`config.mk`:
```
export PLATFORM = sky130hd
export DESIGN_NAME = euler_rotation_matrix_top_flat
export DESIGN_NICKNAME = d
export VERILOG_FILES = /design/src/sv/erm_pkg.sv /design/src/sv/erm_if.sv /design/src/sv/erm_cordic_cell.sv /design/src/sv/erm_matrix.sv /design/src/sv/euler_rotation_matrix_top.sv /design/src/flat_wrapper.sv
export SDC_FILE = /design/constraint.sdc
export NUM_CORES = 1
export LEC_CHECK = 0
export ABC_AREA = 0
export BUFFER_PORTS_ARGS = -buffer_cell sky130_fd_sc_hd__buf_4
export CORE_MARGIN = 3
export CORE_UTILIZATION = 45
export CTS_BUF_LIST = sky130_fd_sc_hd__clkbuf_2
export DETAILED_ROUTE_END_ITERATION = 6
export GPL_TIMING_DRIVEN = 1
export PLACE_DENSITY_LB_ADDON = 0.12
export SYNTH_ARGS = -nofsm -noshare
export SYNTH_HDL_FRONTEND = slang
export SYNTH_SLANG_ARGS = --single-unit
```
`constraint.sdc`:
```
create_clock -name clk -period 0.9 [get_ports clk]
set_input_delay 0.09 -clock clk [delete_from_list [all_inputs] [get_ports clk]]
set_output_delay 0.09 -clock clk [all_outputs]
set_load 0.005 [all_outputs]
```
`src/sv/erm_pkg.sv`:
```
// Package: shared types, constants and CORDIC arctangent table for the rotation matrix block.
package erm_pkg;

  localparam int INNER_FRAC = 30;
  localparam logic signed [33:0] CORDIC_ONE = 34'sd652032874;
  localparam int FIELD_W = 16;

  typedef logic signed [FIELD_W-1:0] field_t;

  typedef struct packed {
    logic signed [15:0] angle_x;
    logic signed [15:0] angle_y;
    logic signed [15:0] angle_z;
  } in_item_t;

  typedef struct packed {
    logic signed [15:0] m00;
    logic signed [15:0] m01;
    logic signed [15:0] m02;
    logic signed [15:0] m10;
    logic signed [15:0] m11;
    logic signed [15:0] m12;
    logic signed [15:0] m20;
    logic signed [15:0] m21;
    logic signed [15:0] m22;
  } out_item_t;

  // CORDIC working vector: x, y in Q2.30 plus guard, residual angle in 2^-32 turn.
  typedef struct packed {
    logic signed [33:0] x;
    logic signed [33:0] y;
    logic signed [33:0] z;
  } cvec_t;

  function automatic logic [31:0] atan_turn(input int i);
    logic [31:0] t;
    begin
      case (i)
        0: t = 32'd536870912;  1: t = 32'd316933406;  2: t = 32'd167458907;
        3: t = 32'd85004756;   4: t = 32'd42667331;   5: t = 32'd21354465;
        6: t = 32'd10679838;   7: t = 32'd5340245;    8: t = 32'd2670163;
        9: t = 32'd1335087;    10: t = 32'd667544;    11: t = 32'd333772;
        12: t = 32'd166886;    13: t = 32'd83443;     14: t = 32'd41722;
        15: t = 32'd20861;     16: t = 32'd10430;     17: t = 32'd5215;
        18: t = 32'd2608;      19: t = 32'd1304;      20: t = 32'd652;
        21: t = 32'd326;       22: t = 32'd163;       23: t = 32'd81;
        24: t = 32'd41;        25: t = 32'd20;        26: t = 32'd10;
        27: t = 32'd5;         28: t = 32'd3;         29: t = 32'd1;
        30: t = 32'd1;         default: t = 32'd0;
      endcase
      return t;
    end
  endfunction

endpackage

```
`src/sv/erm_if.sv`:
```
// Interface: valid/ready channel carrying one payload item.
interface erm_if #(parameter type payload_t = logic) ();
  logic     valid;
  logic     ready;
  payload_t data;
  modport source (output valid, output data, input ready);
  modport sink (input valid, input data, output ready);
endinterface

```
`src/sv/erm_cordic_cell.sv`:
```
// One CORDIC micro-rotation cell; three lanes (x, y, z angles) advance together.
module erm_cordic_cell #(
  parameter int STAGE = 0
) (
  input  logic           clk,
  input  logic           en,
  input  erm_pkg::cvec_t vin [3],
  input  logic [1:0]     qin [3],
  output erm_pkg::cvec_t vout_r [3],
  output logic [1:0]     qout_r [3]
);
  import erm_pkg::*;

  localparam logic signed [33:0] TAB = $signed({2'b00, atan_turn(STAGE)});

  cvec_t vout_nxt [3];

  always_comb begin
    for (int k = 0; k < 3; k++) begin
      if (!vin[k].z[33]) begin
        vout_nxt[k].x = vin[k].x - (vin[k].y >>> STAGE);
        vout_nxt[k].y = vin[k].y + (vin[k].x >>> STAGE);
        vout_nxt[k].z = vin[k].z - TAB;
      end else begin
        vout_nxt[k].x = vin[k].x + (vin[k].y >>> STAGE);
        vout_nxt[k].y = vin[k].y - (vin[k].x >>> STAGE);
        vout_nxt[k].z = vin[k].z + TAB;
      end
    end
  end

  always_ff @(posedge clk) begin
    if (en) begin
      vout_r <= vout_nxt;
      qout_r <= qin;
    end
  end
endmodule

```
`src/sv/erm_matrix.sv`:
```
// Matrix builder: quadrant fix-up, coefficient rounding, products and sums over four stages.
module erm_matrix #(
  parameter int COEF_FRAC_BITS = 14
) (
  input  logic               clk,
  input  logic [3:0]         en,
  input  erm_pkg::cvec_t     vin [3],
  input  logic [1:0]         qin [3],
  output erm_pkg::out_item_t mat_r
);
  import erm_pkg::*;

  localparam int F  = COEF_FRAC_BITS;
  localparam int SH = INNER_FRAC - F;
  // Coefficients and first-level products stay within +-1.0, so F + 2 bits hold them.
  localparam int CW = F + 2;
  localparam logic signed [33:0] ONE34 = 34'sd1 <<< F;
  localparam logic signed [35:0] ONE36 = 36'sd1 <<< F;
  localparam logic signed [2*CW-1:0] HALF = (2*CW)'(1) <<< (F - 1);

  typedef logic signed [33:0] c_t;

  function automatic c_t to_coef(input c_t v);
    c_t t;
    begin
      if (SH == 0) t = v;
      else t = (v + (c_t'(1) <<< (SH > 0 ? SH - 1 : 0))) >>> SH;
      if (t > ONE34) t = ONE34;
      else if (t < -ONE34) t = -ONE34;
      return t;
    end
  endfunction

  function automatic c_t prod(input c_t a, input c_t b);
    logic signed [CW-1:0]   an;
    logic signed [CW-1:0]   bn;
    logic signed [2*CW-1:0] p;
    begin
      an = a[CW-1:0];
      bn = b[CW-1:0];
      p = (an * bn + HALF) >>> F;
      return c_t'(p);
    end
  endfunction

  function automatic logic signed [15:0] sat(input logic signed [35:0] v);
    logic signed [35:0] t;
    begin
      t = v;
      if (t > ONE36) t = ONE36;
      else if (t < -ONE36) t = -ONE36;
      return t[15:0];
    end
  endfunction

  c_t cs_nxt [3], sn_nxt [3];
  c_t cs_r [3], sn_r [3];

  // Stage A: quadrant fix-up and rounding to coefficient.
  always_comb begin
    for (int k = 0; k < 3; k++) begin
      case (qin[k])
        2'd0: begin cs_nxt[k] = to_coef(vin[k].x);  sn_nxt[k] = to_coef(vin[k].y);  end
        2'd1: begin cs_nxt[k] = to_coef(-vin[k].y); sn_nxt[k] = to_coef(vin[k].x);  end
        2'd2: begin cs_nxt[k] = to_coef(-vin[k].x); sn_nxt[k] = to_coef(-vin[k].y); end
        default: begin cs_nxt[k] = to_coef(vin[k].y); sn_nxt[k] = to_coef(-vin[k].x); end
      endcase
    end
  end

  always_ff @(posedge clk) begin
    if (en[0]) begin
      cs_r <= cs_nxt;
      sn_r <= sn_nxt;
    end
  end

  // Stage B: first-level products.
  c_t czsy_r, szsy_r, m00_r, m10_r, szcx_r, szsx_r, czcx_r, czsx_r, m21_r, m22_r, nsy_r;
  c_t sx_b_r, cx_b_r;

  always_ff @(posedge clk) begin
    if (en[1]) begin
      czsy_r <= prod(cs_r[2], sn_r[1]);
      szsy_r <= prod(sn_r[2], sn_r[1]);
      m00_r  <= prod(cs_r[2], cs_r[1]);
      m10_r  <= prod(sn_r[2], cs_r[1]);
      szcx_r <= prod(sn_r[2], cs_r[0]);
      szsx_r <= prod(sn_r[2], sn_r[0]);
      czcx_r <= prod(cs_r[2], cs_r[0]);
      czsx_r <= prod(cs_r[2], sn_r[0]);
      m21_r  <= prod(cs_r[1], sn_r[0]);
      m22_r  <= prod(cs_r[1], cs_r[0]);
      nsy_r  <= -sn_r[1];
      sx_b_r <= sn_r[0];
      cx_b_r <= cs_r[0];
    end
  end

  // Stage C: second-level products.
  c_t a01_r, a02_r, a11_r, a12_r;
  c_t szcx_c_r, szsx_c_r, czcx_c_r, czsx_c_r, m00_c_r, m10_c_r, m20_c_r, m21_c_r, m22_c_r;

  always_ff @(posedge clk) begin
    if (en[2]) begin
      a01_r    <= prod(czsy_r, sx_b_r);
      a02_r    <= prod(czsy_r, cx_b_r);
      a11_r    <= prod(szsy_r, sx_b_r);
      a12_r    <= prod(szsy_r, cx_b_r);
      szcx_c_r <= szcx_r;
      szsx_c_r <= szsx_r;
      czcx_c_r <= czcx_r;
      czsx_c_r <= czsx_r;
      m00_c_r  <= m00_r;
      m10_c_r  <= m10_r;
      m20_c_r  <= nsy_r;
      m21_c_r  <= m21_r;
      m22_c_r  <= m22_r;
    end
  end

  // Stage D: sums and saturation.
  always_ff @(posedge clk) begin
    if (en[3]) begin
      mat_r.m00 <= sat(36'(m00_c_r));
      mat_r.m01 <= sat(36'(a01_r) - 36'(szcx_c_r));
      mat_r.m02 <= sat(36'(a02_r) + 36'(szsx_c_r));
      mat_r.m10 <= sat(36'(m10_c_r));
      mat_r.m11 <= sat(36'(a11_r) + 36'(czcx_c_r));
      mat_r.m12 <= sat(36'(a12_r) - 36'(czsx_c_r));
      mat_r.m20 <= sat(36'(m20_c_r));
      mat_r.m21 <= sat(36'(m21_c_r));
      mat_r.m22 <= sat(36'(m22_c_r));
    end
  end
endmodule

```
`src/sv/euler_rotation_matrix_top.sv`:
```
// Top level: Euler angles (Z-Y-X) to 3x3 rotation matrix, CORDIC chain plus product stages.
// Throughput: one item per cycle; the chain of CORDIC cells and the four matrix
//   stages form one pipeline that advances whenever the last stage can move on.
// Reset: synchronous active-low rst_n clears the stage valid bits only; payload
//   registers are not reset.
module euler_rotation_matrix_top #(
  parameter int ANGLE_BITS     = 16,
  parameter int COEF_FRAC_BITS = 14,
  parameter int CORDIC_STAGES  = 16
) (
  input logic clk,
  input logic rst_n,
  erm_if.sink   in_ch,
  erm_if.source out_ch
);
  import erm_pkg::*;

  // Stage count capped at 32; a stage past the last table entry runs with a zero arctangent.
  localparam int NST = (CORDIC_STAGES > 32) ? 32 : CORDIC_STAGES;
  // Stages: 1 entry + NST cells + 4 matrix stages; out register is the last matrix stage.
  localparam int NV  = NST + 5;

  in_item_t in_d;
  assign in_d = in_ch.data;

  // Pipeline valid bits and global advance: the whole chain moves when the
  // output stage is empty or being taken, or it holds.
  logic [NV-1:0] vld_r, vld_nxt;
  logic adv;
  assign adv = !vld_r[NV-1] || out_ch.ready;
  assign in_ch.ready = adv;

  always_comb begin
    vld_nxt = vld_r;
    if (adv) vld_nxt = {vld_r[NV-2:0], in_ch.valid};
  end

  always_ff @(posedge clk) begin
    if (!rst_n) vld_r <= '0;
    else vld_r <= vld_nxt;
  end

  // Entry stage: place the angle in a 32-bit turn, split off the quadrant.
  cvec_t         v0_r [3];
  logic [1:0]    q0_r [3];
  logic [ANGLE_BITS-1:0] raw [3];
  logic [31:0]   phase [3];
  logic [1:0]    qd [3];
  logic [31:0]   resid [3];

  assign raw[0] = ANGLE_BITS'(in_d.angle_x);
  assign raw[1] = ANGLE_BITS'(in_d.angle_y);
  assign raw[2] = ANGLE_BITS'(in_d.angle_z);

  always_comb begin
    for (int k = 0; k < 3; k++) begin
      phase[k] = 32'({raw[k], {(32 - ANGLE_BITS + 1){1'b0}}} >> 1);
      qd[k]    = 2'((phase[k] + 32'h2000_0000) >> 30);
      resid[k] = phase[k] - {qd[k], 30'd0};
    end
  end

  always_ff @(posedge clk) begin
    if (adv) begin
      for (int k = 0; k < 3; k++) begin
        v0_r[k].x <= CORDIC_ONE;
        v0_r[k].y <= '0;
        v0_r[k].z <= 34'($signed(resid[k]));
        q0_r[k]   <= qd[k];
      end
    end
  end

  // Chain of CORDIC cells, each handing its vector to the next whenever the chain advances.
  cvec_t      cv [NST+1][3];
  logic [1:0] cq [NST+1][3];
  assign cv[0] = v0_r;
  assign cq[0] = q0_r;

  for (genvar s = 0; s < NST; s++) begin : g_cell
    erm_cordic_cell #(.STAGE(s)) u_cell (
      .clk    (clk),
      .en     (adv),
      .vin    (cv[s]),
      .qin    (cq[s]),
      .vout_r (cv[s+1]),
      .qout_r (cq[s+1])
    );
  end

  out_item_t mat;

  erm_matrix #(.COEF_FRAC_BITS(COEF_FRAC_BITS)) u_matrix (
    .clk   (clk),
    .en    ({4{adv}}),
    .vin   (cv[NST]),
    .qin   (cq[NST]),
    .mat_r (mat)
  );

  assign out_ch.valid = vld_r[NV-1];
  assign out_ch.data  = mat;

  // A stalled result must hold its valid.
  a_hold: assert property (@(posedge clk) disable iff (!rst_n)
    out_ch.valid && !out_ch.ready |=> out_ch.valid)
    else $error("result dropped while stalled");

  // Input accepted exactly when chain advances.
  a_ready: assert property (@(posedge clk) disable iff (!rst_n)
    in_ch.ready == (!out_ch.valid || out_ch.ready))
    else $error("ready out of step with output stage");

  // Accepted item enters the pipeline.
  a_enter: assert property (@(posedge clk) disable iff (!rst_n)
    in_ch.valid && in_ch.ready |=> vld_r[0])
    else $error("accepted item lost at entry");
endmodule
```
`src/flat_wrapper.sv`:
```
// flat-port wrapper written by rule: the top's interface ports become plain ports
module euler_rotation_matrix_top_flat import erm_pkg::*;
#(
  parameter int ANGLE_BITS     = 16,
  parameter int COEF_FRAC_BITS = 14,
  parameter int CORDIC_STAGES  = 16
)
  (clk, rst_n, in_ch_valid, in_ch_data, in_ch_ready, out_ch_valid, out_ch_data, out_ch_ready);
  erm_if in_ch_i ();
  erm_if out_ch_i ();
  input logic clk;
  input logic rst_n;
  input wire logic [$bits(in_ch_i.valid)-1:0] in_ch_valid;
  input wire logic [$bits(in_ch_i.data)-1:0] in_ch_data;
  output wire logic [$bits(in_ch_i.ready)-1:0] in_ch_ready;
  output wire logic [$bits(out_ch_i.valid)-1:0] out_ch_valid;
  output wire logic [$bits(out_ch_i.data)-1:0] out_ch_data;
  input wire logic [$bits(out_ch_i.ready)-1:0] out_ch_ready;
  assign in_ch_i.valid = in_ch_valid;
  assign in_ch_i.data = in_ch_data;
  assign in_ch_ready = in_ch_i.ready;
  assign out_ch_valid = out_ch_i.valid;
  assign out_ch_data = out_ch_i.data;
  assign out_ch_i.ready = out_ch_ready;
  euler_rotation_matrix_top #(.ANGLE_BITS(ANGLE_BITS), .COEF_FRAC_BITS(COEF_FRAC_BITS), .CORDIC_STAGES(CORDIC_STAGES)) u_core (.clk(clk), .rst_n(rst_n), .in_ch(in_ch_i), .out_ch(out_ch_i));
endmodule
```
== After elaboration in Yosys (flattened, before gate mapping) ==
Cells that the tools add are included.

* Reduce and logical (&&, ||, !) cells: 2

{| class="wikitable"
|+ Operator list
! operator !! count
|-
| zero test 1 bit || 1
|-
| logical OR 1 bit || 1
|}

* Logic and storage cells: 3
* Flip-flop bits (word level): 21
* Output and inout bits: 3

== Longest topological paths before layout ==
* Depth after elaboration: 2
* Gate-level depth with buffers: 4
* Mapped depth without buffers: 2

== Cells and area by module ==
Synthesis repeated with hierarchy kept, for this count alone.

* Cells, all modules: 64758
* Area, all modules: 610023.8 um^2

{| class="wikitable"
|+ Modules (own cells, without submodules)
! module !! sequential area each (um^2) !! cells an instance !! instances !! area each (um^2)
|-
| erm_matrix || 22041.1 || 17462 || 1 || 167849.7
|-
| erm_cordic_cell at u_core.g_cell[7].u_cell || 9369.0 || 3153 || 1 || 28795.1
|-
| erm_cordic_cell at u_core.g_cell[2].u_cell || 9369.0 || 3091 || 1 || 28373.5
|-
| erm_cordic_cell at u_core.g_cell[5].u_cell || 9369.0 || 3011 || 1 || 28096.9
|-
| erm_cordic_cell at u_core.g_cell[4].u_cell || 9369.0 || 2997 || 1 || 28015.6
|-
| erm_cordic_cell at u_core.g_cell[1].u_cell || 9369.0 || 2990 || 1 || 27799.2
|-
| erm_cordic_cell at u_core.g_cell[9].u_cell || 9369.0 || 2951 || 1 || 27726.6
|-
| erm_cordic_cell at u_core.g_cell[15].u_cell || 9369.0 || 2944 || 1 || 27620.2
|-
| erm_cordic_cell at u_core.g_cell[3].u_cell || 9369.0 || 2941 || 1 || 27572.7
|-
| erm_cordic_cell at u_core.g_cell[10].u_cell || 9369.0 || 2896 || 1 || 27390.0
|-
| erm_cordic_cell at u_core.g_cell[8].u_cell || 9369.0 || 2900 || 1 || 27322.5
|-
| erm_cordic_cell at u_core.g_cell[12].u_cell || 9369.0 || 2876 || 1 || 27286.2
|-
| erm_cordic_cell at u_core.g_cell[13].u_cell || 9369.0 || 2869 || 1 || 27203.6
|-
| erm_cordic_cell at u_core.g_cell[11].u_cell || 9369.0 || 2879 || 1 || 27187.3
|-
| 4 more rows || n/a || n/a || n/a || n/a
|}

== Worst setup path after synthesis ==
OpenSTA, ideal clock, no wires.

* Kind: reg2reg
* Start: register u_core.vld_r[20]
* End: register u_core.vld_r[0]
* Cell stages (with the launch flop): 5
* Buffers on the path: 2
* Setup slack: -0.043 ns
* Required time: 0.828 ns
* Arrival: 0.871 ns
* Cells stage by stage: dfxtp_1 > nor2b_4 > buf_6 > buf_8 > mux2i_1

* Word-level cells in the longest chain between the ends: 2

{| class="wikitable"
|+ RTL lines
! item !! RTL line !! text
|-
| start: declaration || euler_rotation_matrix_top.sv:28 || <nowiki>logic [NV-1:0] vld_r, vld_nxt;</nowiki>
|-
| start signal: assignment || euler_rotation_matrix_top.sv:40 || <nowiki>else vld_r <= vld_nxt;</nowiki>
|-
| zero test 1 bit || euler_rotation_matrix_top.sv:30 || <nowiki>assign adv = !vld_r[NV-1] || out_ch.ready;</nowiki>
|-
| logical OR 1 bit || euler_rotation_matrix_top.sv:30 ||
|}

No other way between the ends.
A chain may end at the register's enable or synchronous reset.

== Worst setup path after layout ==
* Start: register u_core.vld_r[20]
* End: output port in_ch_ready

* Word-level cells in the longest chain between the ends: 2

{| class="wikitable"
|+ RTL lines
! item !! RTL line !! text
|-
| zero test 1 bit || euler_rotation_matrix_top.sv:30 ||
|-
| logical OR 1 bit || euler_rotation_matrix_top.sv:30 ||
|-
| end: declaration || flat_wrapper.sv:15 || <nowiki>output wire logic [$bits(in_ch_i.ready)-1:0] in_ch_ready;</nowiki>
|}

No other way between the ends.

==> metrics.md <==
| Metric | Value |
|---|---|
| Pint | 1.07 mW |
| Switching share of power | 20.9% |
| DR iter-0 viols | 1 |
| Fin crit period | 1.17 ns |
| Routability cong. | 0.625 |
| Row cnt | 14 |
| Vias in the first global route | 461 |
| Max VDD drop | 887 uV |
| Worst path required time | 0.81 ns |
| Clock Tree Buf Depth | 2 |
| Sequential Power Share | 69.4% |
| Routed Antenna Nets | 0 |
| Post-Place Setup Slack | -0.0375 ns |
| RSZ-0062 raised after global routing | true |
| Switching Power | 0.284 mW |
| Seq cells post-synth | 21 |
| Failing checks | negative setup slack |
| R2r setup slk | -0.22 ns |
| Die area | 2300 sq um |
| Clock power frac | 27.9% |
| Sequential area share after synthesis | 53.1% |
| Worst setup SP type | flip-flop |
| Maxcap violations | 0 |
| PD cells | 1500 nW/um^2 |
| LEAKAGE | 0.319 nW |
| Largest net degree at the start of global routing | 23 |
| IO Port Bufs | 5 |
| CTS Root Cell | clkbuf_2 |
| Avg WL per Cell | 12.7 microns |
| Critical path capture point | in_ch_ready |
| DP Area | 806 sq um |
| Clock skew | 0.00689 ns |
| Pins over their slew limit | 0 |
| Top routing layer used | met3 |
| Largest registers | u_core.vld_r (21) |
| Met3 WL | 31 microns |
| CORE AREA | 1580 sq um |
| Critical R2R Capture | u_core.vld_r[3] |
| Worst R2R Start | u_core.vld_r[20] |
| Hold WS | 0.111 ns |
| Final core area utilization | 57.3% |
| Worst R2R Path Depth | 4 |
| Commonest cells after routing, fill and taps aside | nand2_1, mux2i_1, dfxtp_1 |
| Logic pwr share | 2.8% |
| Sum of negative setup slack | -4.05 ns |
| Final net count | 87 |
| Met1 WL | 607 microns |
| Clock Latency Late Sink | 0.30 ns |
| Via count | 481 |
| Grt ovf | 0 |
| Die X-Extent | 48.0 microns |
| Most flops, register | u_core.vld_r |
| Synth warnings | 0 |
| Diode count | 0 |
| Clock Sinks | 21 |
| Final wirelength | 1230 microns |
| Commonest non-fill, non-tap cell in the layout | nand2_1 |
| Gate Count Post-Synth | 72 |
| Layout cell share with drive strength beyond 1 | 21.0% |
| HPWL reported at the end of detailed placement | 661 microns |
| Final Instance Area | 903 sq um |
| Fmax | 0.856 GHz |
| Mean Syn Cell Area | 11.0 sq um |
| Avg Vias per Cell | 4.96 |
| Crit path DAT | 1.08 ns |
| DRC | 0 |
| CTS clk-pin slew, worst paths | 0.18 ns |
| Die height | 48.0 microns |
| CP startpoint | u_core.vld_r[20] |
| Crit path kind | flip-flop to primary output |
| Final hold vios | 0 |
| Area Overhead vs Synth | 14.1% |
| CP max FO | 2 |
| TritonCTS Buffers | 3 |
| WL met2 | 589 microns |
| Initial antenna violation count | 0 |
| GRT Total Usage | 12.6% |
| Crit path capture type | primary output |
| Library cells used by synthesis | 12 |
| Syn Nets | 77 |
| Post-synthesis cell area | 792 sq um |
| Num ports | 8 |
| First-pass GRT wire length | 1990 microns |
| Final-report setup violation count | 22 |
| CTS tree | built |
| Hold crit path type | primary input to flip-flop |
| Final WS setup | -0.268 ns |
| Run status | complete, but fails checks |
| Post-route clock period utilization | 130% |
| Max reg flops | 21 |
| Starting Density | 50.2% |
| H-tree level count | 1 |
| Pre-antenna DRT Iters | 2 |
==> through the flow <==
stage | total power [mW] | std cells
6_report | 1.35 | 97
5_1_grt | 1.42 | 97
4_1_cts | 1.38 | 96
3_5_place_dp | 0.993 | 88
3_3_place_gp | 0.992 | 88
2_1_floorplan | 0.981 | 72
==> per-layer routing <==
metal | vias up | track usage, %
li1 | 248 | -
met1 | 227 | 15.7
met2 | 6 | 19.8
met3 | 0 | 3.38
met4 | 0 | 6.45
met5 | - | 0
==> power by group through the flow <==
stage / registers [mW] / clock network [mW] / logic (mW)
finish: 0.940 / 0.378 / 0.0375
detailed placement: 0.959 / 0 / 0.0340
floorplan: 0.958 / 0 / 0.0229
global route: 0.941 / 0.433 / 0.0432
global placement: 0.959 / 0 / 0.0335
CTS: 0.940 / 0.403 / 0.0377
==> area by class of cell <==
cell class                      count  area (sq um)
Multi-Input combinational cell     44           304
Inverter                            1          6.26
Sequential cell                    21           422
Clock buffer                        4          20.0
Tap cell                           16          20.0
Timing Repair Buffer               11           131
Fill cell                         146           673
==> logic make-up (layout without fill, tap and decap cells) <==
logic type | Yosys count | count (layout) | share of synthesized area, %
buf+inv | 7 | 16 | 8.53
other cells | 1 | 1 | 0.473
flops | 21 | 21 | 53.1
compound gates | 1 | 1 | 0.948
simple gates | 22 | 22 | 11.7
mux | 20 | 20 | 25.3
==> what timing repair did <==
item / in CTS / in global routing
buffers inserted: 2 / 1
gates cloned: 1 / 1
hold endpoints to repair: 1 / 0
gates resized for setup: 4 / 4
endpoints found under the setup margin: 21 / 23
hold buffers: 1 / 0
==> worst min-delay path by stage <==
stage	endpoint	start	cells after the start	slack [ns]
2_1_floorplan	u_core.vld_r[0]	in_ch_valid	2	0.23
6_report	u_core.vld_r[20]	rst_n	2	0.11
3_5_place_dp	u_core.vld_r[0]	in_ch_valid	3	0.36
5_1_grt	u_core.vld_r[20]	rst_n	2	0.09
3_3_place_gp	u_core.vld_r[0]	in_ch_valid	3	0.35
4_1_cts	u_core.vld_r[20]	rst_n	2	0.09
==> synth_stat cells <==
cell     instances  share of area, %
nand2_1         21                10
inv_1            1              0.47
dfxtp_1         21                53
buf_6            1               1.4
nor2b_4          1               1.7
buf_2            2               1.3
buf_8            1               1.9
mux2i_1         20                25
o21a_1           1              0.95
buf_4            1              0.95
buf_12           1               2.5
conb_1           1              0.47
==> critical path, stage by stage, from the launching register on <==
cell and delay, ns:
dfxtp_2 0.37, nor2b_4 0.17, buf_12 0.12, inv_4 0.02, buf_6 0.10
Note: power is estimated with default switching activity, not from simulation.
